### src/design/tngr_pkg.sv
`timescale 1ns / 1ps
// shared constants, types and codes of the two-nearest reachability unit
package tngr_pkg;

	localparam int MAX_POINTS = 1024;
	localparam int IDX_W      = $clog2(MAX_POINTS);
	localparam int CNT_W      = IDX_W + 1;
	localparam int CRD_W      = 14;
	localparam int SQ_W       = 28;
	localparam int DIST_W     = SQ_W + 1;
	localparam int RC_W       = 11;

	typedef logic [IDX_W-1:0] idx_t;
	typedef logic [CNT_W-1:0] cnt_t;
	typedef logic signed [CRD_W-1:0] crd_t;

	typedef enum logic [3:0] {
		ST_CLR,
		ST_LOAD,
		ST_LDI,
		ST_CAPI,
		ST_SCAN,
		ST_D1,
		ST_D2,
		ST_WRN,
		ST_WINIT,
		ST_POP,
		ST_NB,
		ST_V1,
		ST_C1,
		ST_V2,
		ST_C2,
		ST_DONE
	} state_t;

	typedef struct packed {
		logic clr_step;
		logic store;
		logic start;
		logic rd_i;
		logic cap_i;
		logic scan;
		logic wr_nb;
		logic w_init;
		logic w_pop;
		logic w_nb;
		logic w_vis1;
		logic w_chk1;
		logic w_vis2;
		logic w_chk2;
		logic post;
	} cmd_t;

	typedef struct packed {
		logic clr_last;
		logic j_last;
		logic i_last;
		logic stack_empty;
		logic n_ge2;
		logic n_ge3;
		logic out_busy;
		logic pipe_busy;
	} sts_t;

endpackage

### src/design/tngr_ctrl.sv
`timescale 1ns / 1ps
// controller: sequencing of load, neighbor search, walk and mark clearing
module tngr_ctrl import tngr_pkg::*; (
	input  logic clk,
	input  logic arst_n,
	input  sts_t sts,
	input  logic in_valid,
	input  logic in_last,
	output logic in_ready,
	output cmd_t cmd
);

	state_t state_q, state_nxt;

	always_ff @(posedge clk or negedge arst_n) begin
		if (!arst_n) begin
			state_q <= ST_CLR;
		end else begin
			state_q <= state_nxt;
		end
	end

	always_comb begin
		state_nxt = state_q;
		cmd       = '0;
		in_ready  = 1'b0;
		case (state_q)
			ST_CLR: begin
				cmd.clr_step = 1'b1;
				if (sts.clr_last) state_nxt = ST_LOAD;
			end
			ST_LOAD: begin
				in_ready = 1'b1;
				if (in_valid) begin
					cmd.store = 1'b1;
					if (in_last) begin
						cmd.start = 1'b1;
						state_nxt = ST_LDI;
					end
				end
			end
			ST_LDI: begin
				cmd.rd_i  = 1'b1;
				state_nxt = ST_CAPI;
			end
			ST_CAPI: begin
				cmd.cap_i = 1'b1;
				state_nxt = ST_SCAN;
			end
			ST_SCAN: begin
				cmd.scan = 1'b1;
				if (sts.j_last) state_nxt = ST_D1;
			end
			ST_D1: state_nxt = ST_D2;
			ST_D2: state_nxt = ST_WRN;
			ST_WRN: begin
				cmd.wr_nb = 1'b1;
				state_nxt = sts.i_last ? ST_WINIT : ST_LDI;
			end
			ST_WINIT: begin
				cmd.w_init = 1'b1;
				state_nxt  = ST_POP;
			end
			ST_POP: begin
				if (sts.stack_empty) begin
					state_nxt = ST_DONE;
				end else begin
					cmd.w_pop = 1'b1;
					state_nxt = ST_NB;
				end
			end
			ST_NB: begin
				cmd.w_nb  = 1'b1;
				state_nxt = ST_V1;
			end
			ST_V1: begin
				if (sts.n_ge2) begin
					cmd.w_vis1 = 1'b1;
					state_nxt  = ST_C1;
				end else begin
					state_nxt = ST_POP;
				end
			end
			ST_C1: begin
				cmd.w_chk1 = 1'b1;
				state_nxt  = ST_V2;
			end
			ST_V2: begin
				if (sts.n_ge3) begin
					cmd.w_vis2 = 1'b1;
					state_nxt  = ST_C2;
				end else begin
					state_nxt = ST_POP;
				end
			end
			ST_C2: begin
				cmd.w_chk2 = 1'b1;
				state_nxt  = ST_POP;
			end
			ST_DONE: begin
				if (!sts.out_busy) begin
					cmd.post  = 1'b1;
					state_nxt = ST_CLR;
				end
			end
			default: state_nxt = ST_CLR;
		endcase
	end

endmodule

### config.mk
export PLATFORM = sky130hd
export DESIGN_NAME = tngr_ctrl
export DESIGN_NICKNAME = d
export VERILOG_FILES = /design/src/design/tngr_pkg.sv /design/src/design/tngr_ctrl.sv
export SDC_FILE = /design/constraint.sdc
export NUM_CORES = 1
export LEC_CHECK = 0
export BUFFER_PORTS_ARGS = -buffer_cell sky130_fd_sc_hd__buf_2
export CAP_MARGIN = 20
export CELL_PAD_IN_SITES_DETAIL_PLACEMENT = 1
export CELL_PAD_IN_SITES_GLOBAL_PLACEMENT = 1
export CORE_AREA = 2 2 44 46
export CTS_CLUSTER_DIAMETER = 60
export CTS_CLUSTER_SIZE = 8
export DETAILED_ROUTE_END_ITERATION = 8
export DIE_AREA = 0 0 46 48
export PLACE_DENSITY_LB_ADDON = 0.1
export SLEW_MARGIN = 0
export SYNTH_ARGS = -nofsm -noshare
export SYNTH_HDL_FRONTEND = slang
export SYNTH_SLANG_ARGS = --single-unit
export TNS_END_PERCENT = 30
### constraint.sdc
create_clock -name clk -period 1.7 [get_ports clk]
set_input_delay 0.255 -clock clk [delete_from_list [all_inputs] [get_ports clk]]
set_output_delay 0.255 -clock clk [all_outputs]
set_load 0.1 [all_outputs]
# Word level (Yosys, flattened, before mapping)
# Index checks and enable logic that the tools add are counted.
[totals] regBits=4
[classes] eq_ne=20 n_mux=31 reduce_logical=3
[op_table] op="$pmux 4 s15" n=1
[op_table] op="$eq 4x4->1 const B" n=8
[op_table] op="$mux 4" n=6
[op_table] op="$mux 1" n=19
[op_table] op="$eq 4x3->1 const B" n=4
[op_table] op="$ne 2x2->1 const B" n=5
[op_table] op="$mux 3" n=3
[op_table] op="$eq 4x2->1 const B" n=2
[op_table] op="$reduce_and 5->1" n=1
[op_table] op="$eq 4x1->1 const B" n=1
[op_table] op="$logic_not 4->1" n=1
[op_table] op="$mux 2" n=2
[op_table] op="$reduce_or 2->1" n=1

# Logic depth before layout (Yosys ltp)
[logic_depth] depth_word=3 ltp_mapped=5 depth_no_buf=4

# Worst setup path before layout
# No wires, ideal clock.
[synth_path] path_kind="register -> output" from="register state_q[3]" to="output port cmd[12] (netlist name)" path_slack_ps=-2149 stages_incl_launch_ff=4 t_arrival_ps=3594 path_buffers=2 cell_sequence="dfrtp_1 buf_2 buf_2 nor4_1"
[synth_lines] element="start: declaration" line_no="tngr_ctrl.sv:13" text="state_t state_q, state_nxt;"
[synth_lines] element="start signal: assignment" line_no="tngr_ctrl.sv:19" text="state_q <= state_nxt;"
[synth_lines] element="end: declaration" line_no="tngr_ctrl.sv:10" text="output cmd_t cmd"

==> impl_metrics.yaml <==
run_status:
  status: "finished, final reports clean"
placement:
  place.gp.congestion: 0.868
  place_area_um2: 972
  portBuffers: 26
  dp_cells: 107
  dp_hpwl_um: 1350
  pre_cts_ws_ps: 85.5
flow_run:
  cap_violations: 0
timing:
  period_minus_slack_ps: 1680
  fin_hold_ws_ps: 313
  slew_violations: 0
  tightest_slew_ps: 293
  finClkSkew_ps: 9.09
  setup_viol: 0
  max_freq_ghz: 0.595
  hold_viol: 0
  post-route-period-util: 0.988
  finalWorstSetupSlack_ps: 20.4
  slew_headroom: 0.804
  rsz0062_at_grt: "yes"
clock_tree:
  ctsLongestPathBuffers: 2
  htree_levels: 1
  clock_latency_ps: 230
  clk_pin_slew_ps: 40
  numCtsBuffers: 3
  root_buffer: "clkbuf_4"
  cts_sinks: 4
  cts_tree: "built"
route:
  vias: 567
  detail-route-antenna-nets: 0
  vias_per_cell: 5.02
  wire_per_inst_um: 14.1
  drt_pass1_iterations: 4
  drc_errors: 0
  drt_wl_total_um: 1590
  drtIter0Drc: 1
pwr:
  leakagePower_uw: 0.000417
  p_per_area_nw_per_um2: 2170
  peakVddDrop_uv: 1080
global_route:
  grt_remaining_overflow: 0
  grt_pass1_wl_um: 2480
  grt_use_total: 0.156
  grt_antenna_before_repair: 0
  grt_max_degree: 10
  grt_pass1_vias: 563
setup_path:
  end_kind: "output port"
  arrival_ps: 1420
  critPathKind: "flip-flop to output port"
  cp_max_fo: 8
  start_kind: "flip-flop"
  required_ps: 1440
yosys:
  syn-instance-count: 60
  ys_ff_latch: 4
  ys_types: 25
  syn_avg_cell_area_um2: 7.17
  netlist_area_um2: 430
  seq_area_frac_synth: 0.233
  synth_nets: 72
  synth_warnings: 0
cells_and_area:
  regMostFlops: "state_q"
  fin_cells: 113
  final_common_cell: "buf_12"
  largestRegisters: "state_q x4"
  design_area_um2: 1030
  fin_nets: 109
  layout-drive-gt1-share: 0.667
  area_delta_synth_final_pct: 140
  largest_reg_flops: 4
  final_cell_mix: "16 x buf_12, 10 x buf_2, 9 x buf_4"
  antennaDiodeCount: 0
die:
  die-area_um2: 2210
  pin_count: 28
  die_h_um: 48
  num_rows: 15
  core_um2: 1690
  initial_utilization: 0.255
  fp.dieW_um: 46
worst_hold_path:
  hold_class: "input pin to flip-flop"
Yosys cell counts (all sizes together):
cell type | n | area share
nand2 | 7 | 0.061
nor2 | 6 | 0.052
nand4 | 1 | 0.015
buf | 4 | 0.061
nand3 | 2 | 0.023
a32oi | 1 | 0.020
dfrtp | 4 | 0.23
inv | 3 | 0.026
or2 | 1 | 0.015
nor2b | 1 | 0.015
o21ai | 5 | 0.058
a21oi | 3 | 0.035
a31oi | 3 | 0.044
a32o | 1 | 0.023
nor4 | 1 | 0.015
o31ai | 1 | 0.029
or2b | 1 | 0.017
nor3 | 9 | 0.12
and2 | 3 | 0.044
nand2b | 2 | 0.035
a2111oi | 1 | 0.064
kinds of logic after synthesis:
group	share of synthesized area
and+or+nand+nor	0.407
AOI/OAI and AO/OA	0.273
buffers and inverters	0.0872
DFF	0.233
layout make-up:
type	count	area [um2]
well taps	17	21.3
fillers	183	658
multi-input cells	49	419
clock buffers	4	26.3
inverters	3	11.3
flip-flops and latches	4	105
repair buffers	36	448
worst max-delay path: stages, from the launching register on:
cell and delay, ps:
dfrtp_2 470, buf_4 190, nor3_4 180, and2_4 180
buf_12 160
report_power, final:
group | switching (uW) | internal [uW] | leakage [uW]
logic | 1200 | 653 | 0.000359
registers | 105 | 157 | 0.0000426
clock network | 37.5 | 87.9 | 0.0000150
total | 1340 | 899 | 0.000417
worst paths after layout:
path                            startpoint    endpoint  slack, ps  cells past startpoint
worst min register to register  state_q[2]  state_q[3]        620                      2
min in group asynchronous           arst_n  state_q[0]        340                      2
max in group asynchronous           arst_n  state_q[1]       1220                      2
worst max register to register  state_q[3]  state_q[1]        360                      5
worst min-delay path                sts[5]  state_q[3]        310                      3
worst max-delay path            state_q[3]     cmd[13]         20                      4
per-layer routing:
layer	vias to the layer above	wire length [um]	global-route usage
met4	0	0	0.0514
li1	290	-	-
met3	0	31	0.00377
met2	11	887	0.269
met5	-	0	0
met1	266	669	0.211
timing repair:
action	CTS	global route
setup buffers	0	1
pin swaps	2	2
resized for setup	3	3
hold buffers	1	0
hold endpoints to repair	4	0
endpoints found under the setup margin	12	9
through the flow:
stage               total power, uW  TNS, ps  utilization
global placement               2040        0        0.576
detailed placement             2080        0        0.576
floorplan                      1480    -4470            -
finish                         2240        0        0.610
global route                   2360    -97.5        0.610
CTS                            2230        0        0.600
No activity file was read; power rests on OpenSTA's default activity.
